$ cat config.mk
export PLATFORM = sky130hd
export DESIGN_NAME = bscu_calc_pres
export DESIGN_NICKNAME = d
export VERILOG_FILES = /design/src/hdl/bscu_pkg.sv /design/src/hdl/bscu_calc_pres.sv
export SDC_FILE = /design/constraint.sdc
export NUM_CORES = 2
export LEC_CHECK = 0
export CAP_MARGIN = 25
export CELL_PAD_IN_SITES_DETAIL_PLACEMENT = 0
export CELL_PAD_IN_SITES_GLOBAL_PLACEMENT = 1
export CORE_ASPECT_RATIO = 0.5
export CORE_MARGIN = 2
export CORE_UTILIZATION = 41
export CTS_CLUSTER_SIZE = 24
export DETAILED_ROUTE_END_ITERATION = 16
export DONT_BUFFER_PORTS = 1
export PLACE_DENSITY = 0.65
export SETUP_SLACK_MARGIN = 0.5
export SKIP_LAST_GASP = 1
export SLEW_MARGIN = 20
export SYNTH_ARGS = -nofsm -noshare
export SYNTH_HDL_FRONTEND = slang
export SYNTH_SLANG_ARGS = --single-unit
$ cat constraint.sdc
create_clock -name aclk -period 8.65 [get_ports aclk]
set_input_delay 0.865 -clock aclk [delete_from_list [all_inputs] [get_ports aclk]]
set_output_delay 0.865 -clock aclk [all_outputs]
set_load 0.05 [all_outputs]
$ cat src/hdl/bscu_pkg.sv
// ----------------------------------------------------------------------------
// bscu_pkg
// Widths, shift amounts, register indexes and shared types of the barometric
// sensor compensation pipeline.
// ----------------------------------------------------------------------------
package bscu_pkg;

    localparam int RAW_W      = 24;
    localparam int COEF_W     = 16;
    localparam int DT_W       = 25;
    localparam int MPROD_W    = 42;
    localparam int OFF_W      = 36;
    localparam int SENS_W     = 35;
    localparam int SENS_LO_W  = 18;
    localparam int PP_W       = 42;
    localparam int PROD_W     = 60;
    localparam int Q_W        = 39;
    localparam int TEMP_W     = 19;
    localparam int PRES_W     = 22;
    localparam int NUM_STAGES = 7;
    localparam int CFG_ADDR_W = 3;

    localparam int C5_SHIFT   = 8;
    localparam int C2_SHIFT   = 16;
    localparam int C1_SHIFT   = 15;
    localparam int OFF_SHIFT  = 7;
    localparam int SENS_SHIFT = 8;
    localparam int TEMP_SHIFT = 23;
    localparam int PROD_SHIFT = 21;
    localparam int PRES_SHIFT = 15;

    localparam logic signed [TEMP_W-1:0] TEMP_BASE = 19'sd2000;

    typedef enum logic [CFG_ADDR_W-1:0] {
        IDX_PRESSURE_SENSITIVITY  = 3'd0,
        IDX_PRESSURE_OFFSET       = 3'd1,
        IDX_SENS_TEMP_COEFF       = 3'd2,
        IDX_OFFSET_TEMP_COEFF     = 3'd3,
        IDX_REFERENCE_TEMPERATURE = 3'd4,
        IDX_TEMP_SENSITIVITY      = 3'd5
    } cfg_index_t;

    typedef struct packed {
        logic [COEF_W-1:0] c1;
        logic [COEF_W-1:0] c2;
        logic [COEF_W-1:0] c3;
        logic [COEF_W-1:0] c4;
        logic [COEF_W-1:0] c5;
        logic [COEF_W-1:0] c6;
    } coeff_t;

    typedef struct packed {
        logic [NUM_STAGES-1:0] en;
    } pipe_ctrl_t;

endpackage

$ cat src/hdl/bscu_calc_pres.sv
// ----------------------------------------------------------------------------
// bscu_calc_pres
// Stages four to seven: raw pressure times sensitivity as two partial
// products, offset removal and final scaling into the output register.
// ----------------------------------------------------------------------------
module bscu_calc_pres
    import bscu_pkg::*;
(
    input  logic                     aclk,
    input  pipe_ctrl_t               ctrl,
    input  logic [RAW_W-1:0]         d1,
    input  logic signed [OFF_W-1:0]  off,
    input  logic signed [SENS_W-1:0] sens,
    input  logic signed [TEMP_W-1:0] temp,
    output logic signed [TEMP_W-1:0] m_temperature_centi,
    output logic signed [PRES_W-1:0] m_pressure_centi
);

    logic [PP_W-1:0]          pp_lo_reg;
    logic [PP_W-1:0]          pp_lo_next;
    logic signed [PP_W-1:0]   pp_hi_reg;
    logic signed [PP_W-1:0]   pp_hi_next;
    logic signed [PROD_W-1:0] prod_reg;
    logic signed [PROD_W-1:0] prod_next;
    logic signed [PROD_W-1:0] prod_q;
    logic signed [Q_W-1:0]    q_reg;
    logic signed [Q_W-1:0]    q_next;
    logic signed [Q_W-1:0]    pres_q;
    logic signed [OFF_W-1:0]  off_s4_reg;
    logic signed [OFF_W-1:0]  off_s5_reg;
    logic signed [TEMP_W-1:0] temp_s4_reg;
    logic signed [TEMP_W-1:0] temp_s5_reg;
    logic signed [TEMP_W-1:0] temp_s6_reg;
    logic signed [TEMP_W-1:0] temp_out_reg;
    logic signed [PRES_W-1:0] pres_out_reg;

    always_comb begin
        pp_lo_next = d1 * sens[SENS_LO_W-1:0];
        pp_hi_next = $signed({1'b0, d1}) * $signed(sens[SENS_W-1:SENS_LO_W]);

        prod_next = $signed({pp_hi_reg, {SENS_LO_W{1'b0}}})
                  + $signed({{(PROD_W-PP_W){1'b0}}, pp_lo_reg});

        prod_q = (prod_reg + $signed({{(PROD_W-PROD_SHIFT){1'b0}},
                                      {PROD_SHIFT{prod_reg[PROD_W-1]}}})) >>> PROD_SHIFT;
        q_next = $signed(prod_q[Q_W-1:0])
               - $signed({{(Q_W-OFF_W){off_s5_reg[OFF_W-1]}}, off_s5_reg});

        pres_q = (q_reg + $signed({{(Q_W-PRES_SHIFT){1'b0}},
                                   {PRES_SHIFT{q_reg[Q_W-1]}}})) >>> PRES_SHIFT;
    end

    always_ff @(posedge aclk) begin
        if (ctrl.en[3]) begin
            pp_lo_reg   <= pp_lo_next;
            pp_hi_reg   <= pp_hi_next;
            off_s4_reg  <= off;
            temp_s4_reg <= temp;
        end
        if (ctrl.en[4]) begin
            prod_reg    <= prod_next;
            off_s5_reg  <= off_s4_reg;
            temp_s5_reg <= temp_s4_reg;
        end
        if (ctrl.en[5]) begin
            q_reg       <= q_next;
            temp_s6_reg <= temp_s5_reg;
        end
        if (ctrl.en[6]) begin
            pres_out_reg <= $signed(pres_q[PRES_W-1:0]);
            temp_out_reg <= temp_s6_reg;
        end
    end

    assign m_temperature_centi = temp_out_reg;
    assign m_pressure_centi    = pres_out_reg;

endmodule

==> flow_summary.json <==
{
  "post_cts_buffers": 0,
  "rr_endpoint": "q_reg[35]$_DFFE_PP_",
  "routed_wl_mm": 104.9,
  "worst_slack_ps": 1652,
  "final_util_pct": 43.66,
  "multi_input_comb_area_sq_um": 28820,
  "yosys_warnings": 0,
  "clk_pin_slew_ps": 60,
  "hold_path_end": "off_s4_reg[3]$_DFFE_PP_",
  "globalplace.congestion": 0.8451,
  "postRouteAntennaNets": 0,
  "clockBufferDepth": 3,
  "grt_remaining_overflow": 0,
  "r2r.worst_path.cells": 20,
  "num-fill-cells": 10150,
  "initial_core_util_pct": 41.29,
  "gr-usage-all-layers_pct": 20.03,
  "first_pass_iters": 5,
  "grt_pass1_wl_mm": 170.0,
  "timing.rr.start": "prod_reg[59]$_DFFE_PP_",
  "criticalPathCategory": "input pin to flop",
  "synth_seq_cells": 352,
  "vias": 28290,
  "hold_viol": 0,
  "cts-resized-gates": 0,
  "seqCellArea_sq_um": 10570,
  "layout.nets": 5352,
  "slew_headroom_pct": 32.50,
  "report.final.slew_viol_count": 0,
  "coreArea_sq_um": 105000,
  "min-delay-path-class": "input pin to flop",
  "grt_pass1_vias": 30430,
  "setup_viol": 0,
  "cts_tree": "done",
  "io_buffers": 0,
  "cts_hold_buf": 0,
  "cts_num_sinks": 352,
  "final_cell_mix": "878 x inv_1, 683 x fa_1, 563 x nand2_1, 360 x and2_1, 354 x ha_1",
  "finClkSkew_ps": 29.56,
  "setup_tns_ps": 0,
  "root_buffer": "clkbuf_16",
  "antenna_found_initial": 3,
  "grt_max_degree": 140,
  "syn_nets": 5486,
  "synth_area_leader_cell": "fa_1",
  "whs_ps": 386.2,
  "min_period_ps": 6998,
  "fmax_mhz": 142.9,
  "num_io_pins": 163,
  "synthCells": 4327,
  "hp-start": "off[3]",
  "die_y_um": 233.9,
  "worst_pin_slew_ps": 1005,
  "yosysUniqueCellTypes": 69,
  "dr.first_iter.drc_count": 1596,
  "dp_slack_ps": 1166,
  "outcome": "finished, final reports clean",
  "ys_async_sr_fraction_pct": 0,
  "ys.flop_type": "edfxtp_1",
  "ys_seq_area_share_pct": 24.38,
  "crit_path_start_kind": "input pin",
  "clk_latency_ps": 580,
  "synth_area_leaders": "fa_1 32%, edfxtp_1 24%, ha_1 10%",
  "hpwlAfterDp_mm": 80.37,
  "worstPathRequired_ps": 8970,
  "dieArea_sq_um": 108500,
  "die_w_um": 463.9,
  "synth_edf_count": 352,
  "cts_inserted_buffers": 40,
  "period_share_pct": 80.90,
  "cts_max_level": 2,
  "syn_to_final_growth_pct": 5.741,
  "rows": 84,
  "drc": 0,
  "whs_path_depth": 0,
  "largest_reg_flops": 60,
  "rrSetupSlack_ps": 2670,
  "cp.arrival_ps": 7320,
  "synth_area_sq_um": 43350,
  "drv_cap": 0,
  "cp-end-kind": "flop",
  "final_common_cell": "inv_1",
  "avgRoutedWirePerCell_um": 18.58,
  "syn_area_per_cell_sq_um": 10.02,
  "routed_via_density": 5.011,
  "crit_path_max_fanout": 24,
  "synth.top_cell.area_share_pct": 31.54,
  "rsz0062_at_grt": "no",
  "drive_gt1_share_pct": 2.060
}
[critical path: stages]
cell       delay, ps
nand2_1           60
fa_1             530
inv_1             60
fa_1             530
inv_1             50
fa_1             490
inv_1             50
fa_1             520
fa_1             500
inv_1             50
fa_1             480
inv_1             50
ha_1             370
a21o_1           190
a21o_1           180
a2111oi_0        710
o211ai_1         160
or3b_1           530
a31oi_1          330
a21oi_1          170
o22ai_1          180
xnor2_1          240
[stage by stage]
stage,std cells,instance area [sq um]
global placement,5569,44460
floorplan,4327,43350
finish,5645,45840
global route,5644,45840
detailed placement,5569,44460
CTS,5642,45810
[routing by layer]
| metal | global-route usage (%) | up-vias | share of wire [%] |
|---|---|---|---|
| li1 | - | 13250 | - |
| met1 | 28.75 | 14330 | 48 |
| met2 | 31.43 | 600 | 43 |
| met3 | 4.292 | 112 | 6.6 |
| met4 | 3.878 | 0 | 1.7 |
| met5 | 0 | - | 0 |
[cell families after synthesis]
family                   Yosys count  synth area share [%]
AO/OA/AOI/OAI                    435                 6.569
XOR/XNOR                         205                 4.142
adder cells (fa/ha/maj)         1037                 41.76
buffers and inverters           1055                 9.140
flip-flops                       352                 24.38
AND/OR/NAND/NOR                 1243                 14.01
[how the worst max path moves through the flow]
stage | slack (ps) | startpoint | to
floorplan | 1730 | d1[21] | pp_lo_reg[40]$_DFFE_PP_
global route | 1250 | sens[3] | pp_lo_reg[40]$_DFFE_PP_
CTS | 1750 | sens[6] | pp_lo_reg[41]$_DFFE_PP_
finish | 1650 | sens[3] | pp_lo_reg[40]$_DFFE_PP_
global placement | 1170 | sens[6] | pp_lo_reg[41]$_DFFE_PP_
detailed placement | 1170 | sens[6] | pp_lo_reg[41]$_DFFE_PP_
[cells in the mapped netlist, types with 32 or more instances]
cell,instances
nand3_1,49
nand4_1,39
edfxtp_1,352
xor2_1,53
nor2_1,107
a21o_1,81
o21ai_0,64
nand2b_1,32
inv_1,878
fa_1,683
a21oi_1,139
xnor2_1,152
ha_1,354
nand2_1,563
and2_1,360
clkbuf_1,175
[area by class of cell]
cell class	count	area share, %
multi-input combinational	2920	62.87
sequential	352	23.06
inverter	878	7.189
tap	1419	3.873
clock buffer	47	2.241
clock inverter	26	0.7042
timing repair buffer	1	0.05459
antenna	2	0.01092
Power is left out: the tool's default activity adds up to more than one toggle a clock period on the data nets, which glitch-free logic cannot reach.
