[config.mk]
export PLATFORM = sky130hd
export DESIGN_NAME = bscu_pipe_ctrl
export DESIGN_NICKNAME = d
export VERILOG_FILES = /design/src/hdl/bscu_pkg.sv /design/src/hdl/bscu_pipe_ctrl.sv
export SDC_FILE = /design/constraint.sdc
export NUM_CORES = 1
export LEC_CHECK = 0
export CORE_AREA = 2 2 39 41
export DETAILED_ROUTE_END_ITERATION = 7
export DIE_AREA = 0 0 41 43
export DONT_BUFFER_PORTS = 1
export GPL_TIMING_DRIVEN = 1
export PLACE_DENSITY_LB_ADDON = 0.12
export SLEW_MARGIN = 25
export SYNTH_ARGS = -nofsm -noshare
export SYNTH_HDL_FRONTEND = slang
export SYNTH_SLANG_ARGS = --single-unit
export TNS_END_PERCENT = 50
[constraint.sdc]
create_clock -name aclk -period 3.4 [get_ports aclk]
set_clock_uncertainty 0.2 [all_clocks]
set_input_delay 0.51 -clock aclk [delete_from_list [all_inputs] [get_ports aclk]]
set_output_delay 0.51 -clock aclk [all_outputs]
set_load 0.01 [all_outputs]
[src/hdl/bscu_pkg.sv]
// ----------------------------------------------------------------------------
// bscu_pkg
// Widths, shift amounts, register indexes and shared types of the barometric
// sensor compensation pipeline.
// ----------------------------------------------------------------------------
package bscu_pkg;

    localparam int RAW_W      = 24;
    localparam int COEF_W     = 16;
    localparam int DT_W       = 25;
    localparam int MPROD_W    = 42;
    localparam int OFF_W      = 36;
    localparam int SENS_W     = 35;
    localparam int SENS_LO_W  = 18;
    localparam int PP_W       = 42;
    localparam int PROD_W     = 60;
    localparam int Q_W        = 39;
    localparam int TEMP_W     = 19;
    localparam int PRES_W     = 22;
    localparam int NUM_STAGES = 7;
    localparam int CFG_ADDR_W = 3;

    localparam int C5_SHIFT   = 8;
    localparam int C2_SHIFT   = 16;
    localparam int C1_SHIFT   = 15;
    localparam int OFF_SHIFT  = 7;
    localparam int SENS_SHIFT = 8;
    localparam int TEMP_SHIFT = 23;
    localparam int PROD_SHIFT = 21;
    localparam int PRES_SHIFT = 15;

    localparam logic signed [TEMP_W-1:0] TEMP_BASE = 19'sd2000;

    typedef enum logic [CFG_ADDR_W-1:0] {
        IDX_PRESSURE_SENSITIVITY  = 3'd0,
        IDX_PRESSURE_OFFSET       = 3'd1,
        IDX_SENS_TEMP_COEFF       = 3'd2,
        IDX_OFFSET_TEMP_COEFF     = 3'd3,
        IDX_REFERENCE_TEMPERATURE = 3'd4,
        IDX_TEMP_SENSITIVITY      = 3'd5
    } cfg_index_t;

    typedef struct packed {
        logic [COEF_W-1:0] c1;
        logic [COEF_W-1:0] c2;
        logic [COEF_W-1:0] c3;
        logic [COEF_W-1:0] c4;
        logic [COEF_W-1:0] c5;
        logic [COEF_W-1:0] c6;
    } coeff_t;

    typedef struct packed {
        logic [NUM_STAGES-1:0] en;
    } pipe_ctrl_t;

endpackage

[src/hdl/bscu_pipe_ctrl.sv]
// ----------------------------------------------------------------------------
// bscu_pipe_ctrl
// Stage valid bits and per-stage load enables; empty stages fill while the
// output stage waits.
// ----------------------------------------------------------------------------
module bscu_pipe_ctrl
    import bscu_pkg::*;
(
    input  logic       aclk,
    input  logic       aresetn,
    input  logic       s_valid,
    output logic       s_ready,
    output logic       m_valid,
    input  logic       m_ready,
    output pipe_ctrl_t ctrl
);

    logic [NUM_STAGES-1:0] v_reg;
    logic [NUM_STAGES-1:0] v_next;
    logic [NUM_STAGES-1:0] en;

    always_comb begin
        en[NUM_STAGES-1] = !v_reg[NUM_STAGES-1] || m_ready;
        for (int i = NUM_STAGES - 2; i >= 0; i--) begin
            en[i] = !v_reg[i] || en[i+1];
        end
        v_next[0] = en[0] ? s_valid : v_reg[0];
        for (int i = 1; i < NUM_STAGES; i++) begin
            v_next[i] = en[i] ? v_reg[i-1] : v_reg[i];
        end
    end

    always_ff @(posedge aclk) begin
        if (!aresetn) begin
            v_reg <= '0;
        end else begin
            v_reg <= v_next;
        end
    end

    assign s_ready = en[0];
    assign m_valid = v_reg[NUM_STAGES-1];
    assign ctrl.en = en;

    a_stall_only_when_full: assert property (@(posedge aclk) disable iff (!aresetn)
        !s_ready |-> ((&v_reg) && !m_ready))
        else $error("input stalled with an empty stage");

    a_count_conserved: assert property (@(posedge aclk) disable iff (!aresetn)
        $past(aresetn) |-> $countones(v_reg) == $past($countones(v_reg))
            + int'($past(s_valid && s_ready)) - int'($past(m_valid && m_ready)))
        else $error("request lost or duplicated in pipeline");

    a_reset_empty: assert property (@(posedge aclk)
        !aresetn |=> (v_reg == '0))
        else $error("pipeline not empty after reset");

endmodule

==> reports/results.txt <==
The number of cells on the worst hold path came out at 2. The endpoint of the worst hold path was v_reg[1]. For the peak ir drop on the vdd network, the log shows 0.000209 V.

The floorplan step set the die height to 43 um. Data on the critical path is required at its endpoint by 2.69 ns. Post-synthesis area per instance: 9.27 um2. The internal power component was 0.131 mW; the wire length of the first global-routing pass was 869 um. The cell taking the most area after synthesis was sky130_fd_sc_hd__dfxtp_1. After detailed routing, the total wire length is 548 um. The core region is 1380 um2. The worst register-to-register path ends at v_reg[3].

For the maximum level of the CTS H-tree, the log shows 1. The run gives 335 um2 as the area of all placed cells without fillers. TritonCTS built the clock tree.

The logs give 0.592 for the final estimated routing congestion in global placement and 0 for the final antenna diode count. In this run the deepest clock path goes through 2 buffers. Setup violations remaining at the end of the flow were counted as 0. After detailed placement, the total cell area comes to 309 um2. The share of total power in the clock network came out at 45.2%. The die covers 1760 um2.

The number of buffers and inverters on the critical path is 1, and the net total in the final layout is 40. The global routing stage identified its most utilized layer as met2. Number of synthesis warnings: 0. The tools report the total congestion overflow as 0.

The routing usage on met2 is 11.6%. After clock tree synthesis, the repair step resized 0 gates. Total via count after detailed routing: 215. Using the TritonRoute via totals, the vias-per-cell ratio works out to 4.22.

Measured in cells, the most critical reg-to-reg path has a length of 3. The number of max-capacitance violations reported is 0. The flow ran to the end, and the final reports show no timing, DRC or antenna violations.

After floorplanning, the core was divided into 14 placement rows. Setup repair after global routing left no endpoint under its margin. For the total number of clock tree sinks, the log shows 7. The signal on the critical path passes through nand4b_4 -> nor3_1 -> inv_1. The die extent in x was 41 um.

The layout overhead on the synthesized area was 13.1%. The number of detailed-routing iterations run before antenna repair is 1, and the flip-flop count of the largest register after layout is 7. The leakage power summed over all cells came out at 0.133 nW. Dividing total power by cell area gives a power density of 482 nW/um2.

The setup slack of the most critical reg-to-reg path was 2.07 ns. After detailed routing, the number of remaining DRC violations is 0. The net count after synthesis was 36. The post-route minimum period is 2.04 ns.

In this design, the stage delay of the slowest critical-path cell is 0.44 ns. In this run the remaining antenna-violating nets after routing total 0. The sequential fraction of design power was 52.8%. After the first detailed-routing iteration, the DRC count stood at 0. The cell area that synthesis handed to floorplanning was 297 um2. For the maximum clock frequency, the log shows 0.490 GHz. The tools report the maximum number of pins on one net before global-route repair as 9.

The switching part of the total was 18.9%; the number of different library cells in the post-synthesis netlist was 14. STA classifies the critical path startpoint as a flop. The worst register-to-register path begins at v_reg[6]. Synthesis produced a netlist whose cell count is 32. Once the floorplan was initialized, standard cells occupied 21.4% of the core. The top cell type's share of synthesized area was 47.3%. The cell sitting at the root of the clock tree is a sky130_fd_sc_hd__clkbuf_4. The tightest min-delay check is of the input pin to flop type. The startpoint of the most critical hold path was aresetn. The relative slew slack is 84.0%, and the highest fanout seen on the critical path is 6.

The global-route track usage on met3 was 8.90%. The number of post-CTS setup repair buffers was 0. The start-to-end type of the worst setup path was flop to output port. After synthesis, the cell types taking the most area are sky130_fd_sc_hd__dfxtp_1, sky130_fd_sc_hd__nand4b_4, sky130_fd_sc_hd__nand2_1, sky130_fd_sc_hd__o21a_1, sky130_fd_sc_hd__inv_1.

The worst-path cell with the longest stage delay was sky130_fd_sc_hd__dfxtp_1. Buffers inserted to repair hold after CTS numbered 0. STA classifies the critical path endpoint as an output port. The filler cells instantiated in the layout total 159.

After synthesis the netlist holds a flip-flop and latch count of 7. The fraction of final layout cells sized beyond drive strength 1 was 17.1%; the number of input and output port buffers inserted was 0. Power share of the combinational group: 2.0%. The logs give 0 for the initial antenna violation count and 7.85% for the total routing resource utilization after global routing.

The clock-pin slew of the registers on the worst-case setup and hold paths came out at 0.05 ns. After detailed routing, the average wire length per cell comes to 10.7 um. For the pin with the worst max-slew slack, the measured transition is 0.239 ns.

Kind of cell with the highest combined delay on the critical path: simple AND/OR/NAND/NOR gates. The period utilization came out at 60.0%. The logs give 0 ns for the setup total negative slack and 13 for the I/O pin total.

The logs give 0.25 ns for the insertion delay to the later sink of the worst-skew pair and 411 um for the half-perimeter wire length after detailed placement. The number of hold violations in the final report was 0; the number of buffers added by the clock tree synthesis step was 3. For this design the total switching power over the nets is 0.0305 mW. The critical path data arrival time is 1.33 ns. The max-slew violation count is 0, and the sequential share of the synthesized area is 47.3%.

For the via count of the first global-routing pass, the log shows 218. The run gives 6.80% as the met1 demand-to-capacity share in global routing.
[area by class of cell]
type                       instances  area, um2  share of cell area [%]
sequential                         7        140                    41.8
tap                               16       20.0                    5.97
multi-input combinational         19        130                    38.8
inverter                           5       18.8                    5.60
clock buffer                       4       26.3                    7.84
[per-stage QoR]
step                worst slack [ns]  cells  hold slack, ns  util (%)  total power [mW]
floorplan                       1.46     32           0.223         -            0.0898
global placement                1.53     47           0.235      22.3            0.0902
detailed placement              1.50     47           0.238      22.3            0.0903
CTS                             1.32     51           0.171      24.2             0.166
global route                    1.23     51           0.175      24.2             0.172
finish                          1.36     51           0.180      24.2             0.162
[logic make-up (layout without fill, tap and decap cells)]
| logic type | Yosys count | in the layout | synth area share, % |
|---|---|---|---|
| compound gates | 7 | 7 | 18.1 |
| buf+inv | 6 | 9 | 8.86 |
| flops | 7 | 7 | 47.3 |
| simple gates | 12 | 12 | 25.7 |
[how the worst max path moves through the flow]
stage | from | endpoint | slack [ns] | cells past startpoint
4_1_cts | v_reg[6] | s_ready | 1.32 | 3
5_1_grt | v_reg[6] | ctrl[0] | 1.23 | 3
6_report | v_reg[6] | s_ready | 1.36 | 3
3_5_place_dp | m_ready | s_ready | 1.50 | 3
2_1_floorplan | m_ready | ctrl[0] | 1.46 | 4
3_3_place_gp | m_ready | ctrl[0] | 1.53 | 3
[cells in the final DEF, fill, tap and decap left out, drive strengths merged]
cell	synthesis	layout
o21a	3	3
inv	5	5
a21oi	1	1
nor3	1	1
or2	1	1
a21boi	2	2
dfxtp	7	7
clkbuf	0	4
nand2	6	6
o31ai	1	1
nor2	1	1
nand4b	1	1
nor2b	2	2
[power groups by stage]
stage               Combinational, mW  Clock (mW)  Sequential [mW]
finish                        0.00322      0.0731           0.0854
CTS                           0.00328      0.0775           0.0853
detailed placement            0.00326           0           0.0870
global placement              0.00319           0           0.0870
floorplan                     0.00305           0           0.0868
global route                  0.00360      0.0825           0.0855
[synthesized netlist by cell type]
| cell type | number |
|---|---|
| sky130_fd_sc_hd__a21boi_0 | 1 |
| sky130_fd_sc_hd__buf_4 | 1 |
| sky130_fd_sc_hd__nor3_1 | 1 |
| sky130_fd_sc_hd__nor2b_1 | 2 |
| sky130_fd_sc_hd__a21boi_2 | 1 |
| sky130_fd_sc_hd__a21oi_1 | 1 |
| sky130_fd_sc_hd__o21a_1 | 3 |
| sky130_fd_sc_hd__dfxtp_1 | 7 |
| sky130_fd_sc_hd__nand4b_4 | 1 |
| sky130_fd_sc_hd__o31ai_1 | 1 |
| sky130_fd_sc_hd__nand2_1 | 6 |
| sky130_fd_sc_hd__nor2_1 | 1 |
| sky130_fd_sc_hd__inv_1 | 5 |
| sky130_fd_sc_hd__or2_4 | 1 |
[metal layers]
metal | wire length, um | vias to the layer above
li1 | - | 109
met1 | 205 | 94
met2 | 258 | 12
met3 | 84 | 0
met4 | 0 | 0
met5 | 0 | -
No activity file was read; power rests on OpenSTA's default activity.
