$ cat src/hdl/bscu_pkg.sv
// ----------------------------------------------------------------------------
// bscu_pkg
// Widths, shift amounts, register indexes and shared types of the barometric
// sensor compensation pipeline.
// ----------------------------------------------------------------------------
package bscu_pkg;

    localparam int RAW_W      = 24;
    localparam int COEF_W     = 16;
    localparam int DT_W       = 25;
    localparam int MPROD_W    = 42;
    localparam int OFF_W      = 36;
    localparam int SENS_W     = 35;
    localparam int SENS_LO_W  = 18;
    localparam int PP_W       = 42;
    localparam int PROD_W     = 60;
    localparam int Q_W        = 39;
    localparam int TEMP_W     = 19;
    localparam int PRES_W     = 22;
    localparam int NUM_STAGES = 7;
    localparam int CFG_ADDR_W = 3;

    localparam int C5_SHIFT   = 8;
    localparam int C2_SHIFT   = 16;
    localparam int C1_SHIFT   = 15;
    localparam int OFF_SHIFT  = 7;
    localparam int SENS_SHIFT = 8;
    localparam int TEMP_SHIFT = 23;
    localparam int PROD_SHIFT = 21;
    localparam int PRES_SHIFT = 15;

    localparam logic signed [TEMP_W-1:0] TEMP_BASE = 19'sd2000;

    typedef enum logic [CFG_ADDR_W-1:0] {
        IDX_PRESSURE_SENSITIVITY  = 3'd0,
        IDX_PRESSURE_OFFSET       = 3'd1,
        IDX_SENS_TEMP_COEFF       = 3'd2,
        IDX_OFFSET_TEMP_COEFF     = 3'd3,
        IDX_REFERENCE_TEMPERATURE = 3'd4,
        IDX_TEMP_SENSITIVITY      = 3'd5
    } cfg_index_t;

    typedef struct packed {
        logic [COEF_W-1:0] c1;
        logic [COEF_W-1:0] c2;
        logic [COEF_W-1:0] c3;
        logic [COEF_W-1:0] c4;
        logic [COEF_W-1:0] c5;
        logic [COEF_W-1:0] c6;
    } coeff_t;

    typedef struct packed {
        logic [NUM_STAGES-1:0] en;
    } pipe_ctrl_t;

endpackage

$ cat src/hdl/bscu_calc_front.sv
// ----------------------------------------------------------------------------
// bscu_calc_front
// Stages one to three: temperature difference, coefficient products, and
// offset, sensitivity and compensated temperature.
// ----------------------------------------------------------------------------
module bscu_calc_front
    import bscu_pkg::*;
(
    input  logic                     aclk,
    input  pipe_ctrl_t               ctrl,
    input  coeff_t                   coeff,
    input  logic [RAW_W-1:0]         s_pressure_raw,
    input  logic [RAW_W-1:0]         s_temperature_raw,
    output logic [RAW_W-1:0]         d1,
    output logic signed [OFF_W-1:0]  off,
    output logic signed [SENS_W-1:0] sens,
    output logic signed [TEMP_W-1:0] temp
);

    logic [RAW_W-1:0]          d1_s1_reg;
    logic [RAW_W-1:0]          d1_s2_reg;
    logic [RAW_W-1:0]          d1_s3_reg;
    logic signed [DT_W-1:0]    dt_reg;
    logic signed [DT_W-1:0]    dt_next;
    logic signed [MPROD_W-1:0] p3_reg;
    logic signed [MPROD_W-1:0] p4_reg;
    logic signed [MPROD_W-1:0] p6_reg;
    logic signed [MPROD_W-1:0] p3_next;
    logic signed [MPROD_W-1:0] p4_next;
    logic signed [MPROD_W-1:0] p6_next;
    logic signed [MPROD_W-1:0] off_q;
    logic signed [MPROD_W-1:0] sens_q;
    logic signed [MPROD_W-1:0] temp_q;
    logic signed [OFF_W-1:0]   off_reg;
    logic signed [OFF_W-1:0]   off_next;
    logic signed [SENS_W-1:0]  sens_reg;
    logic signed [SENS_W-1:0]  sens_next;
    logic signed [TEMP_W-1:0]  temp_reg;
    logic signed [TEMP_W-1:0]  temp_next;

    always_comb begin
        dt_next = $signed({1'b0, s_temperature_raw})
                - $signed({1'b0, coeff.c5, {C5_SHIFT{1'b0}}});

        p3_next = $signed({1'b0, coeff.c3}) * dt_reg;
        p4_next = $signed({1'b0, coeff.c4}) * dt_reg;
        p6_next = $signed({1'b0, coeff.c6}) * dt_reg;

        off_q  = (p4_reg + $signed({{(MPROD_W-OFF_SHIFT){1'b0}},
                                    {OFF_SHIFT{p4_reg[MPROD_W-1]}}})) >>> OFF_SHIFT;
        sens_q = (p3_reg + $signed({{(MPROD_W-SENS_SHIFT){1'b0}},
                                    {SENS_SHIFT{p3_reg[MPROD_W-1]}}})) >>> SENS_SHIFT;
        temp_q = (p6_reg + $signed({{(MPROD_W-TEMP_SHIFT){1'b0}},
                                    {TEMP_SHIFT{p6_reg[MPROD_W-1]}}})) >>> TEMP_SHIFT;

        off_next  = $signed({{(OFF_W-COEF_W-C2_SHIFT){1'b0}}, coeff.c2, {C2_SHIFT{1'b0}}})
                  + $signed(off_q[OFF_W-1:0]);
        sens_next = $signed({{(SENS_W-COEF_W-C1_SHIFT){1'b0}}, coeff.c1, {C1_SHIFT{1'b0}}})
                  + $signed(sens_q[SENS_W-1:0]);
        temp_next = TEMP_BASE + $signed(temp_q[TEMP_W-1:0]);
    end

    always_ff @(posedge aclk) begin
        if (ctrl.en[0]) begin
            d1_s1_reg <= s_pressure_raw;
            dt_reg    <= dt_next;
        end
        if (ctrl.en[1]) begin
            d1_s2_reg <= d1_s1_reg;
            p3_reg    <= p3_next;
            p4_reg    <= p4_next;
            p6_reg    <= p6_next;
        end
        if (ctrl.en[2]) begin
            d1_s3_reg <= d1_s2_reg;
            off_reg   <= off_next;
            sens_reg  <= sens_next;
            temp_reg  <= temp_next;
        end
    end

    assign d1   = d1_s3_reg;
    assign off  = off_reg;
    assign sens = sens_reg;
    assign temp = temp_reg;

endmodule

$ cat config.mk
export PLATFORM = sky130hd
export DESIGN_NAME = bscu_calc_front
export DESIGN_NICKNAME = d
export VERILOG_FILES = /design/src/hdl/bscu_pkg.sv /design/src/hdl/bscu_calc_front.sv
export SDC_FILE = /design/constraint.sdc
export NUM_CORES = 2
export LEC_CHECK = 0
export ABC_AREA = 1
export BUFFER_PORTS_ARGS = -buffer_cell sky130_fd_sc_hd__buf_2
export CORE_AREA = 4 4 350 352
export DETAILED_ROUTE_END_ITERATION = 8
export DIE_AREA = 0 0 354 356
export PLACE_DENSITY = 0.81
export SYNTH_ARGS = -nofsm -noshare
export SYNTH_HDL_FRONTEND = slang
export SYNTH_SLANG_ARGS = --single-unit
$ cat constraint.sdc
create_clock -name aclk -period 5.8 [get_ports aclk]
set_input_delay 0.29 -clock aclk [delete_from_list [all_inputs] [get_ports aclk]]
set_output_delay 0.29 -clock aclk [all_outputs]
set_load 0.005 [all_outputs]
==> qor.yml <==
cts:
  cts_tree: "yes"
  path_clk_slew_ns: 0.06
  htreeDepth: 2
  cts.sinks: 313
  clock_latency_ns: 0.62
  root_buffer: "clkbuf_16"
  clockBufferDepth: 3
  numCtsBuffers: 39
yosys:
  syn_area_um2: 61600
  synth_top_area_share_pct: 38.2
  synthMuxAreaShare_pct: 0
  synth_fa_ha_area_share_pct: 46.2
  netlist_instances: 7496
  async_flop_share_pct: 0
  synth_cell_type_count: 51
  ys_seq_elements: 313
  synth-simple-area-share_pct: 15.7
  synth-edff-count: 313
  syn-num-nets: 9217
  synthXorXnorAreaFrac_pct: 3.38
  ys_seq_area_share_pct: 15.2
  synth_compound_area_share_pct: 4.01
  yosysWarnings: 0
  ys.flop_type: "edfxtp_1"
  synth_top_cell_by_area: "fa_1"
  syn_avg_cell_area_um2: 8.22
  ys_top_cells_by_area: "fa_1 (38%), edfxtp_1 (15%), inv_1 (14%)"
  synth_top_family_by_area: "adder cells"
floorplan:
  start_util_pct: 51.7
  die_x_um: 354
  die_h_um: 356
  ios: 266
  dieArea_um2: 126000
  core_um2: 119000
  rows: 127
layout:
  fillers: 9349
  drive_gt1_share_pct: 16.8
  layout-area-overhead-vs-synth_pct: 19.5
  layout.nets: 9951
  final_cells: 9880
timing:
  rsz0062_at_grt: "true"
  relSlewSlack_pct: 35.9
  worstMarginPinSlew_ns: 0.962
  hold_viol_final: 0
  skew_ns: 0.0314
  worst_slack_ns: -0.143
  fmax_mhz: 168
  setup_viol: 33
  timing.final.crit_share_pct: 102
  final-max-slew-violation-count: 0
  hold_ws_ns: 0.0833
  period_needed_ns: 5.94
status:
  violations: "negative setup slack"
  status: "finished with violations"
global_routing:
  grt_max_degree: 67
  grt-ovfl-total: 0
  grt_util_met3_pct: 4.91
  grt_pass1_vias: 54217
  grt_usage_pct: 26.4
  busiest_layer: "met2"
  grt_pass1_wl_um: 269000
  grt_use_met2_pct: 46.0
  antenna_found_initial: 11
  grt_use_met1_pct: 32.3
worst_setup_path:
  slowest_delay_ns: 0.52
  critPathTopFamily: "adder cells"
  crit_type: "reg -> reg"
  arrival_ns: 6.38
  start_kind: "register"
  r2r_cells: 24
  crit_slowest_cell: "fa_1"
  crit_cells: 24
  critical_path_required_ns: 6.24
  endpoint_kind: "register"
  cp_num_buf_inv: 8
  path_max_fanout: 8
  worstPathCellList: "buf_4 -> clkbuf_16 -> nand2_1 -> inv_1 -> fa_1 -> inv_1 -> fa_2 -> fa_1 -> inv_1 -> fa_1 -> fa_1 -> inv_1 -> fa_1 -> inv_1 -> ha_4 -> nand2_1 -> nor2_1 -> nand4_1 -> o21a_1 -> o21ai_1 -> buf_4 -> nand2_1 -> nand2_1 -> xor2_2"
place:
  io_buffers: 261
  place_ws_ns: -0.281
  post-dp-hpwl_um: 134000
  gp_congestion: 0.955
  place_inst: 9682
flow_run:
  drv_cap: 0
route:
  viasPerCell: 5.15
  drtAntennaViolNets: 0
  drt-initial-drc-count: 4136
  vias: 50912
  drt-total-wl_um: 172000
  first_pass_iters: 7
  drc_errors: 0
  routedWlPerCell_um: 17.4
hold_path:
  min_path_type: "in -> reg"
  hold-path-cell-count: 2
-- area by class of cell --
type                    count  area, um^2  area share [%]
clock buffers              43         991            1.35
repair buffers            962        7850            10.7
inverters                2274        8540            11.6
clock inverters            29         343           0.466
flip-flops and latches    313        9400            12.8
well taps                1612        2020            2.74
multi-input cells        4640       44500            60.4
diodes                      7        17.5          0.0238
-- Yosys cell counts (4+ instances only) --
cell / number
a21boi_0: 6
a21o_1: 35
a21oi_1: 200
a31oi_1: 44
and2_1: 5
and3_1: 7
buf_1: 46
clkbuf_1: 223
edfxtp_1: 313
fa_1: 1176
ha_1: 393
inv_1: 2263
inv_2: 9
nand2_1: 1836
nand2_2: 11
nand2_4: 5
nand3_1: 137
nand3b_1: 5
nand4_1: 47
nor2_1: 266
nor2_2: 7
nor2_4: 5
nor3_1: 33
nor3_2: 4
nor4_1: 23
o211ai_1: 7
o21a_1: 9
o21ai_0: 89
o21ai_1: 6
o21bai_1: 11
o221ai_1: 6
xnor2_1: 83
xor2_1: 155
-- worst paths after layout --
path                                        endpoint  slack [ns]                    start
worst max-delay path            p4_reg[26]$_DFFE_PP_       -0.14      dt_reg[8]$_DFFE_PP_
worst min-delay path               off[17]$_DFFE_PP_        0.08                coeff[65]
worst max register to register  p4_reg[26]$_DFFE_PP_       -0.14      dt_reg[8]$_DFFE_PP_
worst min register to register      d1[19]$_DFFE_PP_        0.40  d1_s2_reg[19]$_DFFE_PP_
-- through the flow --
stage | setup TNS (ns) | utilization [%] | instance area, um^2
2_1_floorplan | -0.0497 | - | 61700
3_3_place_gp | -2.42 | 57.9 | 69100
3_5_place_dp | -5.73 | 57.9 | 69100
4_1_cts | -0.119 | 60.1 | 71700
5_1_grt | -13.86 | 61.7 | 73600
6_report | -2.15 | 61.7 | 73600
-- logic make-up (layout without fill, tap and decap cells) --
kind of cell / after synthesis / count (layout)
buffers and inverters: 2543 / 3308
AND/OR/NAND/NOR: 2402 / 2402
adder cells (fa/ha/maj): 1569 / 1569
AO/OA/AOI/OAI: 431 / 431
flip-flops: 313 / 313
XOR/XNOR: 238 / 238
other: 0 / 7
-- layer usage --
| metal | up-vias | wire, um |
|---|---|---|
| met5 | - | 41 |
| met4 | 6 | 9310 |
| met1 | 24719 | 63300 |
| li1 | 23155 | - |
| met2 | 2343 | 83800 |
| met3 | 689 | 15700 |
-- timing repair --
item / CTS / global route
pin swaps: 16 / 111
hold buffers: 34 / 0
gates resized for setup: 160 / 295
setup endpoints to repair: 55 / 76
hold endpoints to repair: 34 / 0
buffers inserted: 17 / 55
cloned: 1 / 13
-- cell usage in the layout (no fill, tap or decap), types with 47 or more instances in the layout --
cell	instances
buf_12	68
ha_1	337
a21oi_1	147
nand2_1	1789
ha_4	48
nor2_1	231
inv_1	2223
fa_1	1149
buf_4	552
nand4_1	47
edfxtp_1	313
nand3_1	127
xor2_1	147
xnor2_1	82
inv_2	47
buf_2	260
nand2_2	52
a21oi_2	50
o21ai_0	58
clkbuf_16	50
Power is not shown: default switching activity piles up to over one toggle a cycle in this logic, so the estimate is an artifact.
