### src/hdl/bscu_pkg.sv
// ----------------------------------------------------------------------------
// bscu_pkg
// Widths, shift amounts, register indexes and shared types of the barometric
// sensor compensation pipeline.
// ----------------------------------------------------------------------------
package bscu_pkg;

    localparam int RAW_W      = 24;
    localparam int COEF_W     = 16;
    localparam int DT_W       = 25;
    localparam int MPROD_W    = 42;
    localparam int OFF_W      = 36;
    localparam int SENS_W     = 35;
    localparam int SENS_LO_W  = 18;
    localparam int PP_W       = 42;
    localparam int PROD_W     = 60;
    localparam int Q_W        = 39;
    localparam int TEMP_W     = 19;
    localparam int PRES_W     = 22;
    localparam int NUM_STAGES = 7;
    localparam int CFG_ADDR_W = 3;

    localparam int C5_SHIFT   = 8;
    localparam int C2_SHIFT   = 16;
    localparam int C1_SHIFT   = 15;
    localparam int OFF_SHIFT  = 7;
    localparam int SENS_SHIFT = 8;
    localparam int TEMP_SHIFT = 23;
    localparam int PROD_SHIFT = 21;
    localparam int PRES_SHIFT = 15;

    localparam logic signed [TEMP_W-1:0] TEMP_BASE = 19'sd2000;

    typedef enum logic [CFG_ADDR_W-1:0] {
        IDX_PRESSURE_SENSITIVITY  = 3'd0,
        IDX_PRESSURE_OFFSET       = 3'd1,
        IDX_SENS_TEMP_COEFF       = 3'd2,
        IDX_OFFSET_TEMP_COEFF     = 3'd3,
        IDX_REFERENCE_TEMPERATURE = 3'd4,
        IDX_TEMP_SENSITIVITY      = 3'd5
    } cfg_index_t;

    typedef struct packed {
        logic [COEF_W-1:0] c1;
        logic [COEF_W-1:0] c2;
        logic [COEF_W-1:0] c3;
        logic [COEF_W-1:0] c4;
        logic [COEF_W-1:0] c5;
        logic [COEF_W-1:0] c6;
    } coeff_t;

    typedef struct packed {
        logic [NUM_STAGES-1:0] en;
    } pipe_ctrl_t;

endpackage

### src/hdl/bscu_regs.sv
// ----------------------------------------------------------------------------
// bscu_regs
// Coefficient register file, written through the configuration channel.
// ----------------------------------------------------------------------------
module bscu_regs
    import bscu_pkg::*;
(
    input  logic                  aclk,
    input  logic                  aresetn,
    input  logic                  cfg_valid,
    output logic                  cfg_ready,
    input  logic [CFG_ADDR_W-1:0] cfg_addr,
    input  logic [COEF_W-1:0]     cfg_data,
    output coeff_t                coeff
);

    coeff_t coeff_reg;
    coeff_t coeff_next;

    always_comb begin
        coeff_next = coeff_reg;
        if (cfg_valid) begin
            case (cfg_addr)
                IDX_PRESSURE_SENSITIVITY:  coeff_next.c1 = cfg_data;
                IDX_PRESSURE_OFFSET:       coeff_next.c2 = cfg_data;
                IDX_SENS_TEMP_COEFF:       coeff_next.c3 = cfg_data;
                IDX_OFFSET_TEMP_COEFF:     coeff_next.c4 = cfg_data;
                IDX_REFERENCE_TEMPERATURE: coeff_next.c5 = cfg_data;
                IDX_TEMP_SENSITIVITY:      coeff_next.c6 = cfg_data;
                default:                   coeff_next = coeff_reg;
            endcase
        end
    end

    always_ff @(posedge aclk) begin
        if (!aresetn) begin
            coeff_reg <= '0;
        end else begin
            coeff_reg <= coeff_next;
        end
    end

    assign cfg_ready = 1'b1;
    assign coeff     = coeff_reg;

endmodule

### config.mk
export PLATFORM = sky130hd
export DESIGN_NAME = bscu_regs
export DESIGN_NICKNAME = d
export VERILOG_FILES = /design/src/hdl/bscu_pkg.sv /design/src/hdl/bscu_regs.sv
export SDC_FILE = /design/constraint.sdc
export NUM_CORES = 1
export LEC_CHECK = 0
export BUFFER_PORTS_ARGS = -buffer_cell sky130_fd_sc_hd__buf_4
export CORE_ASPECT_RATIO = 2
export CORE_MARGIN = 2
export CORE_UTILIZATION = 45
export CTS_CLUSTER_DIAMETER = 150
export DETAILED_ROUTE_END_ITERATION = 8
export PLACE_DENSITY = 0.73
export RECOVER_POWER = 100
export SLEW_MARGIN = 20
export SYNTH_ARGS = -nofsm -noshare
export SYNTH_HDL_FRONTEND = slang
export SYNTH_SLANG_ARGS = --single-unit
### constraint.sdc
create_clock -name aclk -period 2.3 [get_ports aclk]
set_clock_uncertainty 0.15 [all_clocks]
set_input_delay 0.345 -clock aclk [delete_from_list [all_inputs] [get_ports aclk]]
set_output_delay 0.345 -clock aclk [all_outputs]
set_load 0.05 [all_outputs]
==> results by group, run 1 <==
Clock tree
  – CTS Sinks: 96
  – Cts repair resizes: 0
  – Worst-path clk slew: 0.06 ns
  – H-tree depth: 3
  – Hold buffer count at CTS: 0
  – Post-CTS Setup Bufs: 0
  – Clock buffer count from CTS: 9
  – Latest clock arrival within the worst-skew pair: approximately 0.33 ns
  – CTS tree: yes
  – CTS root buf: clkbuf_16
  – Max clock buf depth: 2

STA
  – Setup TNS: 0 ns
  – Least-Margin Pin Slew: between 0.9 and 1 ns
  – RSZ-0062 raised after global routing: false
  – Final Hold Viols: 0
  – Final Setup Violations: 0
  – Max Fclk: slightly below 0.6 GHz
  – Crit share post-route: 0.739
  – Worst Setup Slack, final: 0.600 ns
  – Tmin final: ~1.7 ns
  – Final Max Slew Viols: 0
  – Max_slew headroom: 0.348
  – Hold slack: ~0.27 ns

Hold path
  – HP Start: cfg_data[13]
  – Hold path cells: 3
  – Hold EP: coeff[45]
  – Hold Path Class: input port to flop

Die
  – Initial Util: 0.461
  – Core ar.: about 0.0076 sq mm
  – Die W: between 60 and 70 um
  – Site Rows: 45
  – Die area: roughly 0.0086 sq mm
  – I/O Pins: 119
  – Die Y: approximately 130 um

Worst setup path
  – CP Launch Point: coeff[90]
  – Reg-to-reg slack, setup: ~1.5 ns
  – RR Endpoint: coeff[47]
  – Crit. End Element: primary output
  – Crit-path max cell delay: 0.49 ns
  – CP max-delay cell: clkbuf_1
  – CP top delay family: buffers and inverters
  – Crit path max fanout: 2
  – Crit path buf inv count: 1
  – FF-to-FF path depth: 2
  – Startpoint Class: flop
  – RR Startpoint: coeff[47]
  – Worst EP arrival: roughly 1.2 ns
  – Kind of critical path: flop to primary output
  – Critical path required time: between 1.5 and 2 ns
  – Worst path cell trace: clkbuf_1

Yosys
  – Sequential area share after synthesis: 0.548
  – Cell variety after synth: 14
  – Post-synthesis cell area: between 0.003 and 0.004 sq mm
  – Synth Instances: about 340
  – Post-synth top area cell: dfxtp_1
  – #FFs+latches synth: 96
  – Avg Inst Size Synth: approximately 10 sq um
  – Synthesized Nets: around 360
  – Synth area leaders: dfxtp_1, mux2i_1, nand2_1
  – Share of the synthesized area in the top cell type: 0.548
  – Synth warn: 0

Status
  – Status: completed

Finish
  – Synth-to-layout area growth: 23.9%
  – Post-Layout Inst Area: about 0.0043 sq mm
  – Fillers: 754
  – Layout cells sized above 1: 0.102
  – Multi-input gate area: between 0.001 and 0.0015 sq mm
  – N_diodes: 0
  – Register area: just under 0.002 sq mm
  – Net count, final: 470
  – Number of flip-flops in the largest register: 96

Power
  – Leak: just over 2 nW
  – PwrDens: between 700 and 800 mW/mm^2
  – Total power: ~3.4 mW
  – VDD IR-drop max: around 520 uV

Routing
  – DR pass1 iterations: 4
  – WL final: ~8900 um
  – Via-to-Cell Ratio: approximately 5
  – Via count: around 2700
  – Routed length on met3: 350 um
  – Top layer in use: met4
  – First DRT Iteration DRCs: 139
  – Drc violations: 0
  – Met2 WL: around 5000 um
  – Wirelength per Cell: 16.3 um
  – Met1 WL: 3480 um
  – Post-route ant nets: 0

GRT
  – Number of global-route vias before repair: about 2700
  – Pin count of the biggest net entering global routing: 50
  – Total Routing Usage GR: 0.217
  – Grt total ovfl: 0
  – First-pass GRT wire length: roughly 14000 um
  – Initial antenna violation count: 0

Place
  – GP Congestion: between 0.7 and 0.8
  – Detailed placement HPWL: about 6400 um
  – I/O Buffers: roughly 120
  – Dpl ws: ~0.63 ns
  – DP Area: 0.00443 sq mm

Run
  – Maximum capacitance violations: 0
[placed cells by master, fill, tap and decap left out]
cell	netlist	final
and4bb_2	1	1
buf_4	2	29
clkbuf_1	11	97
clkbuf_16	0	9
clkbuf_2	0	1
clkbuf_8	0	1
clkinv_2	0	2
clkinvlp_4	0	3
conb_1	1	1
dfxtp_1	96	96
mux2i_1	96	96
nand2_1	112	112
nand4b_1	2	2
nand4bb_1	2	2
or4b_1	1	1
[metrics by stage]
step | cells | util
global placement | 531 | 0.583
finish | 547 | 0.572
global route | 547 | 0.572
CTS | 547 | 0.619
floorplan | 336 | -
detailed placement | 531 | 0.583
[worst max-delay path by stage]
| stage | to | slack (ns) | depth (start not counted) |
|---|---|---|---|
| 2_1_floorplan | coeff[80] | 0.75 | 4 |
| 3_3_place_gp | coeff[82] | 0.65 | 4 |
| 3_5_place_dp | coeff[85] | 0.63 | 4 |
| 4_1_cts | coeff[45] | 0.87 | 1 |
| 5_1_grt | coeff[86] | 0.50 | 3 |
| 6_report | coeff[90] | 0.60 | 1 |
[cell type report]
class / instances / area share
multi-input combinational: 215 / 0.333
sequential: 96 / 0.442
tap: 94 / 0.0271
timing repair buffer: 126 / 0.134
clock buffer: 11 / 0.0559
clock inverter: 5 / 0.00749
[power by group]
group / switching, mW / internal [mW]
clock network: 0.600 / 0.758
logic: 0.252 / 0.0835
registers: 0.0204 / 1.70
[cells in the mapped netlist, drive strengths merged]
library cell / n
clkbuf: 11
conb: 1
nand2: 112
and4bb: 1
buf: 14
nand4b: 2
or4b: 1
nand4bb: 2
dfxtp: 96
mux2i: 96
[routing by layer]
metal,GRT usage,up-vias
met5,0,-
met4,0.0924,0
met3,0.0420,15
met2,0.391,68
met1,0.241,1310
li1,-,1334
[cell families after synthesis]
logic type / count (synthesis) / share of synthesized area
mux: 96 / 0.274
simple gates: 118 / 0.138
other cells: 1 / 0.00107
flops: 96 / 0.548
buf+inv: 25 / 0.0389
Note: power is estimated with default switching activity, not from simulation.
==> inputs of run 2 (changes only) <==
==> constraint.sdc (replaced) <==
create_clock -name aclk -period 1.7 [get_ports aclk]
set_clock_uncertainty 0.15 [all_clocks]
set_input_delay 0.255 -clock aclk [delete_from_list [all_inputs] [get_ports aclk]]
set_output_delay 0.255 -clock aclk [all_outputs]
set_load 0.05 [all_outputs]
==> run 2 against run 1 <==
Compared with the run above: total power rose by 44%; sequential share of layout area fell by 1.9 points; register-to-register slack got worse by 0.63 ns; clock power rose by 57%; final area rose by 4.5%; die area did not move; routed wire length rose by 1.0%; critical endpoint is now coeff[85]; sequential power rose by 35%; worst setup slack got worse by 0.34 ns; flip-flop and latch count did not move; hold slack got worse by 0.17 ns; non-clock buffer count fell by 1.
==> results by group, run 2 (synthesized netlist as in run 1, its figures left out) <==
STA
  – Final Setup Violations: 0 (unchanged)
  – Crit share post-route: 0.847
  – Worst Setup Slack, final: 0.260 ns (-0.340 ns)
  – Tmin final: between 1 and 1.5 ns
  – Max Fclk: 0.694 GHz
  – Setup TNS: 0 ns (unchanged)
  – Least-Margin Pin Slew: 0.640 ns (-0.339 ns)
  – RSZ-0062 raised after global routing: false
  – Max_slew headroom: 0.574 (+0.226)
  – Final Max Slew Viols: 0 (unchanged)
  – Final Hold Viols: 0 (unchanged)
  – Hold slack: 0.0930 ns (-0.175 ns)

Place
  – Dpl ws: 0.135 ns (-0.494 ns)
  – Detailed placement HPWL: 6410 um (+0.59%)
  – GP Congestion: 0.779 (+2.6%)
  – Placed cells: 530 (-0.19%)
  – I/O Buffers: 117 (unchanged)

Clock tree
  – Latest clock arrival within the worst-skew pair: 0.33 ns (about the same)
  – Hold buffer count at CTS: 0 (unchanged)
  – H-tree depth: 3 (unchanged)
  – Max clock buf depth: 2 (unchanged)
  – CTS Sinks: 96 (unchanged)
  – Worst-path clk slew: 0.06 ns (about the same)
  – CTS tree: yes
  – Cts repair resizes: 0 (unchanged)
  – CTS root buf: clkbuf_16
  – Post-CTS Setup Bufs: 0 (unchanged)
  – Clock buffer count from CTS: 9 (unchanged)

Worst setup path
  – RR Endpoint: coeff[12]
  – Worst path cell trace: clkbuf_1 -> or4b_1 -> clkbuf_2 -> mux2i_1
  – RR Startpoint: coeff[12]
  – Worst EP arrival: 1.49 ns (+0.29 ns)
  – FF-to-FF path depth: 2 (unchanged)
  – Critical path required time: 1.75 ns (-0.05 ns)
  – CP top delay family: simple AND/OR/NAND/NOR gates
  – Kind of critical path: input port to flop
  – Startpoint Class: input port
  – Crit-path max cell delay: 0.52 ns (+0.03 ns)
  – CP max-delay cell: or4b_1
  – Crit. End Element: flop
  – Crit path max fanout: 16 (+14)
  – Reg-to-reg slack, setup: 0.87 ns (-0.63 ns)
  – Crit path buf inv count: 2 (+1)

GRT
  – Grt total ovfl: 0 (unchanged)
  – Number of global-route vias before repair: 2708 (-0.11%)
  – First-pass GRT wire length: 13800 um (+1.5%)
  – Total Routing Usage GR: 0.219 (+0.00211)
  – Pin count of the biggest net entering global routing: 55 (+10%)
  – Initial antenna violation count: 0 (unchanged)

Die
  – Die W: 66.4 um (unchanged)
  – Die Y: 129 um (unchanged)
  – I/O Pins: 119 (unchanged)
  – Core ar.: 0.00760 sq mm (unchanged)
  – Site Rows: 45 (unchanged)
  – Initial Util: 0.461 (unchanged)
  – Die area: 0.00856 sq mm (unchanged)

Routing
  – DR pass1 iterations: 4 (unchanged)
  – Wirelength per Cell: 16.5 um (+1.4%)
  – WL final: 8990 um (+1.0%)
  – Post-route ant nets: 0 (unchanged)
  – Drc violations: 0 (unchanged)
  – Via count: 2659 (-2.5%)
  – First DRT Iteration DRCs: 101 (-27%)
  – Via-to-Cell Ratio: 4.88 (-2.1%)

Hold path
  – HP Start: aresetn
  – Hold path cells: 3 (unchanged)
  – Hold EP: coeff[35]
  – Hold Path Class: input port to flop

Finish
  – Most frequent cells in the layout: nand2_1, mux2i_1, dfxtp_1, clkbuf_2, buf_4
  – Net count, final: 469 (-0.21%)
  – Most common cell after layout, fill and taps aside: nand2_1
  – Number of flip-flops in the largest register: 96 (unchanged)
  – Synth-to-layout area growth: 29.6%
  – Fin util: 0.598 (+0.0260)
  – N_diodes: 0 (unchanged)
  – Layout cells sized above 1: 0.308 (+0.207)
  – Finished Layout Cells: 545 (-0.37%)

Status
  – Status: completed

Run
  – Maximum capacitance violations: 0 (unchanged)

Power
  – Leak: 2.44 nW (+18%)
  – VDD IR-drop max: 534 uV (+3.6%)
  – PwrDens: 1090 mW/mm^2 (+38%)
[run 2: cell types whose count changed in the layout (fill, tap and decap cells not counted)]
cell | previous run | this run
buf_12 | 0 | 1
buf_4 | 29 | 37
bufinv_16 | 0 | 2
clkbuf_1 | 97 | 2
clkbuf_2 | 1 | 85
clkbuf_4 | 0 | 1
clkbuf_8 | 1 | 2
clkinv_2 | 2 | 1
clkinvlp_4 | 3 | 0
[run 2: power by group]
group          leakage, nW  internal, mW  switching [mW]
clock                0.159          1.36           0.776
sequential           0.777          2.30          0.0285
combinational         1.51         0.130           0.340
total                 2.44          3.79            1.14
[run 2: worst max path at each step]
stage                      startpoint         to  depth (start not counted)
after floorplan           cfg_addr[1]  coeff[80]                          4
after global placement    cfg_addr[1]  coeff[81]                          4
after detailed placement  cfg_addr[1]  coeff[83]                          4
after CTS                   coeff[12]  coeff[12]                          1
after global routing      cfg_addr[0]  coeff[85]                          4
final                     cfg_addr[0]  coeff[85]                          4
[run 2: layout make-up]
cell class,instances,area (sq um)
well taps,94,118
flip-flops and latches,96,1920
fillers,720,3060
repair buffers,125,734
clock buffers,12,256
clock inverters,3,65.1
multi-input cells,215,1450
[run 2: metrics by stage]
step | power [mW] | instance area [sq um]
2_1_floorplan | 2.70 | 3510
3_3_place_gp | 2.88 | 4490
3_5_place_dp | 2.89 | 4490
4_1_cts | 5.02 | 4810
5_1_grt | 5.08 | 4540
6_report | 4.93 | 4540
[run 2: worst reg2reg max path: stages (launching register included)]
cell and delay, ns:
dfxtp_1 0.39, nand2_1 0.07, mux2i_1 0.15
[run 2: layer usage]
layer	vias to the layer above	part of all wire	track usage
met1	1256	0.37	0.224
met2	70	0.57	0.415
met5	-	0	0
li1	1321	-	-
met3	12	0.037	0.0463
met4	0	0.020	0.0900
